<file path="config.mk">
export PLATFORM = sky130hd
export DESIGN_NAME = tgh_mul
export DESIGN_NICKNAME = d
export VERILOG_FILES = /design/src/rtl/tgh_pkg.sv /design/src/rtl/tgh_mul.sv
export SDC_FILE = /design/constraint.sdc
export NUM_CORES = 2
export LEC_CHECK = 0
export BUFFER_PORTS_ARGS = -buffer_cell sky130_fd_sc_hd__buf_2
export CORE_AREA = 2 2 313 315
export DETAILED_ROUTE_END_ITERATION = 10
export DIE_AREA = 0 0 315 317
export GPL_TIMING_DRIVEN = 1
export PLACE_DENSITY = 0.6
export REMOVE_ABC_BUFFERS = 1
export SLEW_MARGIN = 5
export SYNTH_ARGS = -nofsm -noshare
export SYNTH_HDL_FRONTEND = slang
export SYNTH_SLANG_ARGS = --single-unit
</file>
<file path="constraint.sdc">
create_clock -name clk -period 11.2 [get_ports clk]
set_input_delay 0.56 -clock clk [delete_from_list [all_inputs] [get_ports clk]]
set_output_delay 0.56 -clock clk [all_outputs]
set_load 0.02 [all_outputs]
</file>
<file path="src/rtl/tgh_pkg.sv">
`timescale 1ns / 1ps
`default_nettype none
// ----------------------------------------------------------------------------
// tgh_pkg
// Types, widths and helpers shared by the ground height query block.
// ----------------------------------------------------------------------------
package tgh_pkg;

  localparam int COORD_W = 32;
  localparam int OPND_W  = 34;              // multiplier operand, signed
  localparam int PROD_W  = 2 * OPND_W;      // multiplier product
  localparam int EDGE_W  = 67;              // edge function value
  localparam int AREA_W  = 69;              // sum of the edge values of a triangle
  localparam int NUM_W   = 102;             // interpolation numerator
  localparam int QUO_W   = 32;              // quotient bits

  localparam logic [1:0] REG_EYE_X = 2'd0;
  localparam logic [1:0] REG_EYE_Y = 2'd1;
  localparam logic [1:0] REG_EYE_Z = 2'd2;

  typedef struct packed {
    logic                      op;
    logic                      first;
    logic                      last;
    logic signed [COORD_W-1:0] a_x;
    logic signed [COORD_W-1:0] a_y;
    logic signed [COORD_W-1:0] a_z;
    logic signed [COORD_W-1:0] b_x;
    logic signed [COORD_W-1:0] b_y;
    logic signed [COORD_W-1:0] b_z;
    logic signed [COORD_W-1:0] c_x;
    logic signed [COORD_W-1:0] c_y;
    logic signed [COORD_W-1:0] c_z;
  } tgh_req_t;

  typedef struct packed {
    logic signed [COORD_W-1:0] height;
    logic                      hit;
  } tgh_rsp_t;

  typedef struct packed {
    logic [1:0]         idx;
    logic [COORD_W-1:0] wdata;
  } tgh_cfg_t;

  function automatic logic signed [OPND_W-1:0] sx(input logic signed [COORD_W-1:0] v);
    sx = {{(OPND_W-COORD_W){v[COORD_W-1]}}, v};
  endfunction

endpackage
`default_nettype wire

</file>
<file path="src/rtl/tgh_mul.sv">
`timescale 1ns / 1ps
`default_nettype none
// ----------------------------------------------------------------------------
// tgh_mul
// Shared signed multiplier with registered product.
// ----------------------------------------------------------------------------
module tgh_mul (
  input  wire                                  clk,
  input  wire logic signed [tgh_pkg::OPND_W-1:0] a,
  input  wire logic signed [tgh_pkg::OPND_W-1:0] b,
  output logic signed [tgh_pkg::PROD_W-1:0]      p_r
);
  always_ff @(posedge clk) begin
    p_r <= a * b;
  end
endmodule
`default_nettype wire

</file>
Word level (Yosys, flattened, before mapping)
Cells that the tools add are included.

cells by class
  multiply operators = 1

operator list
  cell            number
  $mul 34x34->68  1

storage, ports and cells
  bits in registers = 68
  input port bits = 69
  output and inout bits = 68
  logic and storage cells = 2

Longest topological paths before layout
  depth in word-level cells = 1
  mapped depth = 31
  mapped depth without buffers = 29

Worst setup path after synthesis
No wires, ideal clock.

  path type = input to register
  start = input port a[33] in the netlist's numbering
  end = register p_r[65] in the netlist's numbering
  library setup time = 0.072 ns
  arrival = 7.978 ns
  required time = 11.128 ns
  slack = 3.150 ns
  stages = 24
  path buffers = 2
  path through = clkbuf_1 nand2_1 inv_1 fa_1 fa_1 fa_1 fa_1 inv_1 fa_1 fa_1 fa_1 fa_1 inv_1 ha_1 clkdlybuf4s50_2 nand3_1 or2_2 nor2_1 a221oi_1 o21ai_0 a31oi_2 nor2_2 o41ai_2 xnor2_1

between the ends
  word-level cells in the longest chain between the ends = 1

RTL lines
  item                  RTL line       RTL
  start, declared       tgh_mul.sv:9   input wire logic signed [tgh_pkg::OPND_W-1:0] a,
  $mul 34x34->68        tgh_mul.sv:14  p_r <= a * b;
  end signal, assigned  tgh_mul.sv:14
  end, declared         tgh_mul.sv:11  output logic signed [tgh_pkg::PROD_W-1:0] p_r

Every way passes these cells.

Final worst setup path
  start = input port b[1] in the netlist's numbering
  end = register p_r[66] in the netlist's numbering

between the ends
  word-level cells in the longest chain between the ends = 1

RTL lines
  item             RTL line       RTL
  start, declared  tgh_mul.sv:10  input wire logic signed [tgh_pkg::OPND_W-1:0] b,
  $mul 34x34->68   tgh_mul.sv:14

Every way passes these cells.

==> results.ini <==
[clock_tree]
cts_tree=done
cts_buffer_depth=2
cts_max_level=3
clock-sinks=68
cts.clk_slew.worst_paths_ns=0.07
ctsResizeCount=0
numCtsBuffers=9
post_cts.repair.setup_buffers=0
cts_hold_buf=0
cts-root-buf=clkbuf_16

[grt]
gr-usage-met3_pct=5.31
met1_usage_pct=31.9
grt_max_degree=35
grt_usage_pct=26.1
grt_pass1_vias=33249
antenna_found_initial=4
grt_pass1_wl_um=194000
grt-ovfl-total=0
met2_usage_pct=45.4
grt.busiest_layer=met2

[drt]
firstDrtPassIters=5
ant_nets=0
num_vias=29641
first_iter_violations=1932
routed_wl_um=122000
drcViolationCount=0
wl_per_cell_um=21.1
viasPerCell=5.11

[critical_path]
crit_cells=21
startpoint_type=input port
crit_path_cell_trace=buf_2 -> nand2_1 -> inv_1 -> fa_1 -> fa_1 -> fa_1 -> fa_1 -> fa_1 -> fa_1 -> fa_1 -> inv_1 -> fa_1 -> inv_1 -> ha_1 -> and2_1 -> nand2_1 -> o41ai_1 -> a31oi_4 -> o31ai_4 -> a221oi_2 -> xnor2_1
critPathBufInv=4
cp-end-kind=flop
cpPeakStageDelay_ns=1.35
path_max_fanout=34
arrival_ns=8.89
cp_slowest_cell=fa_1
path_common_cell=fa_1
cpLargestDelayFamily=adder cells
criticalPathCategory=in -> reg
required_ns=11.48

[yosys]
synth_edf_count=0
synth-seq-cells=68
syn_area_um2=43000
yosys_warnings=0
async_flop_share_pct=0
synthFlopType=dfxtp_1
syn-instance-count=4554
synth_top_area_share_pct=57.7
ys_top_cells_by_area=fa_1, inv_1, and2_1
synth_area_leader_cell=fa_1
yosysSeqAreaShare_pct=3.16
avgSynthCellArea_um2=9.45
post_synth_num_cell_types=69

[die]
num_rows=114
ioPinCount=137
coreArea_um2=96300
die_area_um2=99900
start_util_pct=44.7
die_h_um=317
dieWidth_um=315

[run_status]
status=finished clean

[worst_hold_path]
hold_path_class=in -> reg
holdPathEnd=p_r[0]$_DFF_P_
hold_path.startpoint=a[0]
hold_depth=2

[layout]
largest_reg_flops=68
top_regs=p_r: 68 flops
layout-drive-gt1-share_pct=5.08
layout_common_cells=fa_1, inv_1, and2_1
mostFrequentLayoutCell=fa_1
design_area_um2=45100
n_fill_cell=9267
top_register=p_r
syn2layout_area_growth_pct=4.79
nets=6034
final_cells=5802

[sta]
fmax_mhz=116
setup_viol=0
rsz0062_at_grt=false
relSlewSlack_pct=26.5
hold_viol=0
worst_pin_slew_ns=1.10
final_max_slew_viol_count=0
setup_tns_ns=0
period_share_pct=76.9
finalCriticalPeriod_ns=8.61

[place]
port_buffers=136
dpl.hpwl_um=100000
dpl_cell_area_um2=44800
place_congestion=0.956
dpl.cell_count=5785

[flow_run]
maxCapViolations=0

## final cells by class
| class | instances | area (µm²) | area share (%) |
|---|---|---|---|
| tap | 1276 | 1600 | 3.54 |
| sequential | 68 | 1360 | 3.02 |
| clock inverter | 6 | 88.8 | 0.197 |
| clock buffer | 9 | 225 | 0.500 |
| inverter | 1232 | 4620 | 10.3 |
| multi-input combinational | 3026 | 36100 | 80.2 |
| antenna | 2 | 5.00 | 0.0111 |
| timing repair buffer | 183 | 1050 | 2.32 |
## Yosys cell counts, types with 3 or more instances
cell type / instances
nand3_1: 11
a21oi_1: 61
a221oi_1: 3
a21o_1: 37
nand4_1: 11
o21ai_1: 7
and2_1: 621
nand2b_1: 20
or2_2: 4
dfxtp_1: 68
xnor2_1: 56
o21bai_1: 12
and3_1: 5
nor3_1: 5
buf_4: 4
o41ai_1: 3
o41ai_2: 3
nor2b_1: 9
and3_2: 3
inv_1: 1231
o21ai_0: 31
ha_1: 204
xor2_1: 23
nor2_1: 54
a31oi_1: 7
o211ai_1: 3
clkbuf_1: 214
nand2_1: 542
a211oi_1: 6
o21a_1: 4
fa_1: 1241
## how the worst max path moves through the flow
stage                     startpoint               to  slack [ns]
after global routing            b[7]  p_r[66]$_DFF_P_        2.18
after CTS                       b[1]  p_r[66]$_DFF_P_        2.59
final                           b[1]  p_r[66]$_DFF_P_        2.59
after floorplan                a[33]  p_r[66]$_DFF_P_        3.68
after detailed placement        b[1]  p_r[66]$_DFF_P_        2.14
after global placement          b[1]  p_r[66]$_DFF_P_        2.25
## kinds of logic after synthesis
| kind of cell | count (synthesis) | synth area share, % |
|---|---|---|
| flip-flops | 68 | 3.16 |
| AND/OR/NAND/NOR | 1296 | 15.4 |
| buffers and inverters | 1460 | 12.8 |
| AO/OA/AOI/OAI | 206 | 3.35 |
| XOR/XNOR | 79 | 1.61 |
| adder cells (fa/ha/maj) | 1445 | 63.7 |
## through the flow
stage | utilization (%) | hold WS (ns) | worst slack, ns
6_report | 46.8 | 0.657 | 2.59
2_1_floorplan | - | 0.682 | 3.68
3_3_place_gp | 46.5 | 0.976 | 2.25
5_1_grt | 46.8 | 0.651 | 2.18
3_5_place_dp | 46.5 | 0.975 | 2.14
4_1_cts | 46.8 | 0.636 | 2.59
## routing by layer
layer	up-vias	part of all wire [%]
met4	2	4.6
li1	12709	-
met2	946	51
met5	-	0.0065
met1	15741	38
met3	243	6.9
Power is left out: the tool's default activity adds up to more than one toggle a clock period on the data nets, which glitch-free logic cannot reach.
