==> src/rtl/tgh_pkg.sv <==
`timescale 1ns / 1ps
`default_nettype none
// ----------------------------------------------------------------------------
// tgh_pkg
// Types, widths and helpers shared by the ground height query block.
// ----------------------------------------------------------------------------
package tgh_pkg;

  localparam int COORD_W = 32;
  localparam int OPND_W  = 34;              // multiplier operand, signed
  localparam int PROD_W  = 2 * OPND_W;      // multiplier product
  localparam int EDGE_W  = 67;              // edge function value
  localparam int AREA_W  = 69;              // sum of the edge values of a triangle
  localparam int NUM_W   = 102;             // interpolation numerator
  localparam int QUO_W   = 32;              // quotient bits

  localparam logic [1:0] REG_EYE_X = 2'd0;
  localparam logic [1:0] REG_EYE_Y = 2'd1;
  localparam logic [1:0] REG_EYE_Z = 2'd2;

  typedef struct packed {
    logic                      op;
    logic                      first;
    logic                      last;
    logic signed [COORD_W-1:0] a_x;
    logic signed [COORD_W-1:0] a_y;
    logic signed [COORD_W-1:0] a_z;
    logic signed [COORD_W-1:0] b_x;
    logic signed [COORD_W-1:0] b_y;
    logic signed [COORD_W-1:0] b_z;
    logic signed [COORD_W-1:0] c_x;
    logic signed [COORD_W-1:0] c_y;
    logic signed [COORD_W-1:0] c_z;
  } tgh_req_t;

  typedef struct packed {
    logic signed [COORD_W-1:0] height;
    logic                      hit;
  } tgh_rsp_t;

  typedef struct packed {
    logic [1:0]         idx;
    logic [COORD_W-1:0] wdata;
  } tgh_cfg_t;

  function automatic logic signed [OPND_W-1:0] sx(input logic signed [COORD_W-1:0] v);
    sx = {{(OPND_W-COORD_W){v[COORD_W-1]}}, v};
  endfunction

endpackage
`default_nettype wire

==> src/rtl/tgh_div.sv <==
`timescale 1ns / 1ps
`default_nettype none
// ----------------------------------------------------------------------------
// tgh_div
// Restoring divider, one quotient bit per cycle. The caller guarantees
// the quotient fits in QUO_W bits.
// ----------------------------------------------------------------------------
module tgh_div (
  input  wire                                   clk,
  input  wire                                   rst_n,
  input  wire                                   start,
  input  wire logic [tgh_pkg::NUM_W-1:0]        num,
  input  wire logic [tgh_pkg::AREA_W-1:0]       den,
  output logic                                  done_r,
  output logic [tgh_pkg::QUO_W-1:0]             quo_r
);
  localparam int NW = tgh_pkg::NUM_W;
  localparam int CW = $clog2(tgh_pkg::QUO_W);

  logic [NW-1:0] rem_r;
  logic [NW-1:0] dv_r;
  logic [CW-1:0] cnt_r;
  logic          busy_r;
  logic          ge;
  logic [NW-1:0] dv_init;

  assign ge      = rem_r >= dv_r;
  assign dv_init = {{(NW-tgh_pkg::AREA_W-tgh_pkg::QUO_W+1){1'b0}}, den,
                    {(tgh_pkg::QUO_W-1){1'b0}}};

  always_ff @(posedge clk) begin
    if (!rst_n) begin
      busy_r <= 1'b0;
      done_r <= 1'b0;
    end else begin
      done_r <= !start && busy_r && (cnt_r == '0);
      if (start) begin
        busy_r <= 1'b1;
      end else if (busy_r && cnt_r == '0) begin
        busy_r <= 1'b0;
      end
    end
  end

  always_ff @(posedge clk) begin
    if (start) begin
      rem_r <= num;
      dv_r  <= dv_init;
      cnt_r <= CW'(tgh_pkg::QUO_W - 1);
    end else if (busy_r) begin
      if (ge) begin
        rem_r <= rem_r - dv_r;
      end
      dv_r  <= dv_r >> 1;
      quo_r <= {quo_r[tgh_pkg::QUO_W-2:0], ge};
      cnt_r <= cnt_r - 1'b1;
    end
  end

  a_done_after_busy: assert property (@(posedge clk) disable iff (!rst_n)
    done_r |-> $past(busy_r)) else $error("divider done without run");
  a_no_restart: assert property (@(posedge clk) disable iff (!rst_n)
    start |-> !busy_r) else $error("divider restarted while busy");
  a_single_done: assert property (@(posedge clk) disable iff (!rst_n)
    done_r |=> !done_r) else $error("divider done held two cycles");
endmodule
`default_nettype wire

==> config.mk <==
export PLATFORM = sky130hd
export DESIGN_NAME = tgh_div
export DESIGN_NICKNAME = d
export VERILOG_FILES = /design/src/rtl/tgh_pkg.sv /design/src/rtl/tgh_div.sv
export SDC_FILE = /design/constraint.sdc
export NUM_CORES = 1
export LEC_CHECK = 0
export BUFFER_PORTS_ARGS = -buffer_cell sky130_fd_sc_hd__clkbuf_2
export CELL_PAD_IN_SITES_DETAIL_PLACEMENT = 1
export CELL_PAD_IN_SITES_GLOBAL_PLACEMENT = 2
export CORE_MARGIN = 1.5
export CORE_UTILIZATION = 33
export CTS_CLUSTER_DIAMETER = 120
export DETAILED_ROUTE_END_ITERATION = 10
export GPL_ROUTABILITY_DRIVEN = 0
export PLACE_DENSITY = 0.76
export SYNTH_ARGS = -nofsm -noshare
export SYNTH_HDL_FRONTEND = slang
export SYNTH_SLANG_ARGS = --single-unit
==> constraint.sdc <==
create_clock -name clk -period 9.22 [get_ports clk]
set_input_delay 0.922 -clock clk [delete_from_list [all_inputs] [get_ports clk]]
set_output_delay 0.922 -clock clk [all_outputs]
set_load 0.03 [all_outputs]
# After elaboration in Yosys (flattened, before gate mapping)
# Index checks and enable logic that the tools add are counted.
# totals
regBits,241
out_inout_bits,33
# op_classes
n_addsub,2
magnitude_cmp,1
mux,7
bitwise,1
n_reduce_logical,10
# ops
op,n
2-to-1 mux 102 bit,3
2-to-1 mux 100 bit,2
greater-or-equal comparator 102 x 100 -> 1 bit,1
subtractor 102 x 100 -> 102 bit,1
nonzero test 2 bit,3
logical NOT 5 bit,1
"subtractor 5 x 1 -> 5 bit, second input constant",1
AND reduction 2 bit,2
logical AND 1 bit,3
2-to-1 mux 1 bit,2
logical NOT 1 bit,1
inverter 1 bit,1

# Logic depth before layout (Yosys ltp)
# depth
depth_word,4
mapped_depth,14
ltp_nobuf,13

# Worst setup path after synthesis
# OpenSTA, ideal clock, no wires.
# synth_path
kind,reg2reg
start,reg rem_r[0]
end,reg rem_r[0] (enable)
arrival_ns,8.040
t_required_ns,8.597
path_slack_ns,0.557
path_stages_with_launch,14
n_path_buf,0
path_cell_list,edfxtp_1 -> inv_1 -> ha_1 -> fa_1 -> and2b_1 -> o31ai_2 -> a311o_1 -> a2111oi_4 -> o21ai_2 -> a31oi_2 -> a31o_4 -> a21boi_2 -> o41a_1 -> a31oi_1
# synth_between
elab_chain_cells,3
# synth_lines
item,line_no,text
from (decl),tgh_div.sv:20,logic [NW-1:0] rem_r;
from (signal assigned),tgh_div.sv:47,rem_r <= num;
from (signal assigned),tgh_div.sv:52,rem_r <= rem_r - dv_r;
greater-or-equal comparator 102 x 100 -> 1 bit,tgh_div.sv:27,assign ge = rem_r >= dv_r;
nonzero test 2 bit (no source line),--,
AND reduction 2 bit (no source line),--,
# No other way between the ends.
# A chain may end at the register's enable or synchronous reset.

# Worst setup path in the final report
# layout_path
start,reg rem_r[0]
end,reg rem_r[27] (enable)
# The elaborated chain is that of the path after synthesis.

==> metrics.txt <==
status completed; met1 usage 27.51%; CP Capture Type register; Area Overhead vs Synth 16.13%; Async SR Flop Fraction 0%; DRT iter0 DRCs 769; Largest stage delay, worst path 0.69 ns; slowest library cell on the worst path buf_4; post-synthesis cell area 16230 sq um; 1st-pass router iterations 5; fmax 213.5 MHz; DRC viols 0; Slew Limit Headroom 24.62%; PortBufs 206; PostCTS Resize Cnt 0; Main synth FF type edfxtp_1; Setup CP Type register to register; most frequent cells in the layout nand2_1 (221), clkbuf_2 (205), edfxtp_1 (203); CTS tree built; CP required 9.42 ns; first-pass GRT wire length 81360 um; EDFF count, synth 203; Slew Limit Fails 0; CP startpoint kind register; die area 50520 sq um; GRT Util Overall 20.32%; clock slew at reported path FFs 0.06 ns; Initial Util 33.29%; largest net degree at the start of global routing 122; max_cap viols 0; Pleak 7.611 nW; fraction of layout cells with a size suffix above 1 14.61%; number of library cell types mapped by synthesis 73; most common cell after layout, fill and taps aside nand2_1; final WL 51630 um; Max VDD drop 0.0001135 V; filler cell count 5666; antenna-violating nets left 0; DR WL/cell 19.70 um; CTS Sinks 241; n_diodes 0; Worst Hold Class register to register; GRT busiest layer met2; finished layout cell area 18850 sq um; worst-path cell chain inv_1, ha_1, fa_1, and2b_1, o31ai_2, a311o_1, a2111oi_4, o21ai_2, a31oi_2, a31o_4, a21boi_2, o41a_1, a31oi_4, buf_4; Seq/Total Area, Yosys 42.25%; pwr/cell area 330.5 nW/um^2; die width 224.8 um; DP HPWL 39520 um; CP max FO 59; hold buffer count at CTS 0; CTS root buffer clkbuf_16; TNS Setup 0 ns; post-layout net count 2209; Seq cells post-synth 241; core box area 48750 sq um; via count 13780; post-synth net total 2061; insertion delay to the later sink of the worst-skew pair 0.58 ns; Final Setup Violations 0; RSZ-0062 raised after global routing no; final hold vios 0; Post-DP Area 17800 sq um; hold slack 0.4463 ns; routing usage on met3 2.208%; synthesized area per cell 9.092 sq um; Worst Skew 0.02447 ns; Slew @ Worst Pin 1.131 ns; Die Height 224.8 um; H-tree levels 1; Ys Warns 0; Final period util 50.80%; Worst Path Arrival 4.88 ns; Post-CTS Setup Bufs 0; row count 81; Ports 207; total grt overflow 0; CTS max path bufs 3; TritonCTS Buffers 30; post-DR vias/cell 5.258; total power draw 6.228 mW; Mapped Cells 1785; vias in the first global route 14580; antenna violations before repair 0; Final min period 4.684 ns; met2 Track Usage GR 34.45%
-- synth_stat cells (all sizes together) (8+ instances only) --
library cell / count / area (sq um)
and2: 10 / 62.56
mux2i: 34 / 340.3
nand2: 221 / 829.6
ha: 101 / 1264
buf: 10 / 42.54
dfxtp: 38 / 760.7
inv: 129 / 484.2
edfxtp: 203 / 6096
a21boi: 8 / 63.81
a21o: 46 / 345.3
nand2b: 18 / 112.6
nor3: 24 / 120.1
o21a: 15 / 112.6
xor2: 44 / 385.4
o211ai: 11 / 82.58
nor2b: 10 / 62.56
a22o: 68 / 595.6
nand3: 15 / 75.07
a31oi: 14 / 93.84
nand4: 53 / 331.6
o21ai: 177 / 889.6
clkbuf: 87 / 332.8
nor2: 123 / 461.7
a21oi: 154 / 770.7
o21bai: 23 / 172.7
a211oi: 8 / 60.06
o31ai: 12 / 115.1
xnor2: 44 / 385.4
-- critical path, delay by kind of cell (launching register included) --
kind / cells / cell delay, ns
adder cells (fa/ha/maj): 2 / 0.62
AND/OR/NAND/NOR: 1 / 0.24
buffers and inverters: 2 / 0.73
AO/OA/AOI/OAI: 9 / 2.29
flip-flops: 1 / 0.32
-- cells by family (layout without fill, tap and decap cells) --
| logic type | after synthesis | in the layout | share of synthesized area [%] |
|---|---|---|---|
| simple gates | 509 | 509 | 14.34 |
| buf+inv | 226 | 398 | 5.296 |
| fa+ha+maj | 102 | 102 | 7.910 |
| xor+xnor | 88 | 88 | 4.749 |
| flops | 241 | 241 | 42.25 |
| compound gates | 582 | 582 | 23.15 |
| mux | 37 | 37 | 2.305 |
-- cell type report --
type | instances | area [sq um] | area share (%)
multi-input combinational | 1318 | 8538 | 45.30
clock buffer | 47 | 950.9 | 5.045
inverter | 129 | 484.2 | 2.569
tap | 664 | 830.8 | 4.408
sequential | 241 | 6858 | 36.39
timing repair buffer | 213 | 1092 | 5.796
clock inverter | 9 | 92.59 | 0.4913
-- final timing paths --
kind	startpoint	end	slack, ns	cells after the start
setup / recovery	rem_r[0]$_DFFE_PP_	rem_r[27]$_DFFE_PP_	4.54	14
hold / removal	quo_r[12]$_DFFE_PP_	quo_r[13]$_DFFE_PP_	0.45	0
setup reg to reg	rem_r[0]$_DFFE_PP_	rem_r[27]$_DFFE_PP_	4.54	14
hold reg to reg	quo_r[12]$_DFFE_PP_	quo_r[13]$_DFFE_PP_	0.45	0
-- flip-flops by register name, indices dropped and copies added (netlist names) --
signal and cells:
quo_r 32, busy_r 1, done_r 1, rem_r 102, dv_r 100, cnt_r 5
-- report_power, final --
group          internal (mW)  switching, mW  leakage, nW  total (mW)
registers               1.55          0.101         2.35        1.65
clock network          0.760          0.481        0.514        1.24
logic                   1.20           2.14         4.74        3.34
total                   3.51           2.72         7.61        6.23
-- metal layers --
layer,part of all wire [%],up-vias
met3,3.3,61
met4,2.1,0
met1,47,6676
met5,0,-
li1,-,6814
met2,48,229
-- stage by stage --
stage,util (%),setup WS [ns],cells
2_1_floorplan,-,0.5570,1785
3_3_place_gp,36.52,4.588,2565
3_5_place_dp,36.52,4.504,2565
4_1_cts,38.66,4.496,2621
5_1_grt,38.66,4.307,2621
6_report,38.66,4.536,2621
Note: power is estimated with default switching activity, not from simulation.
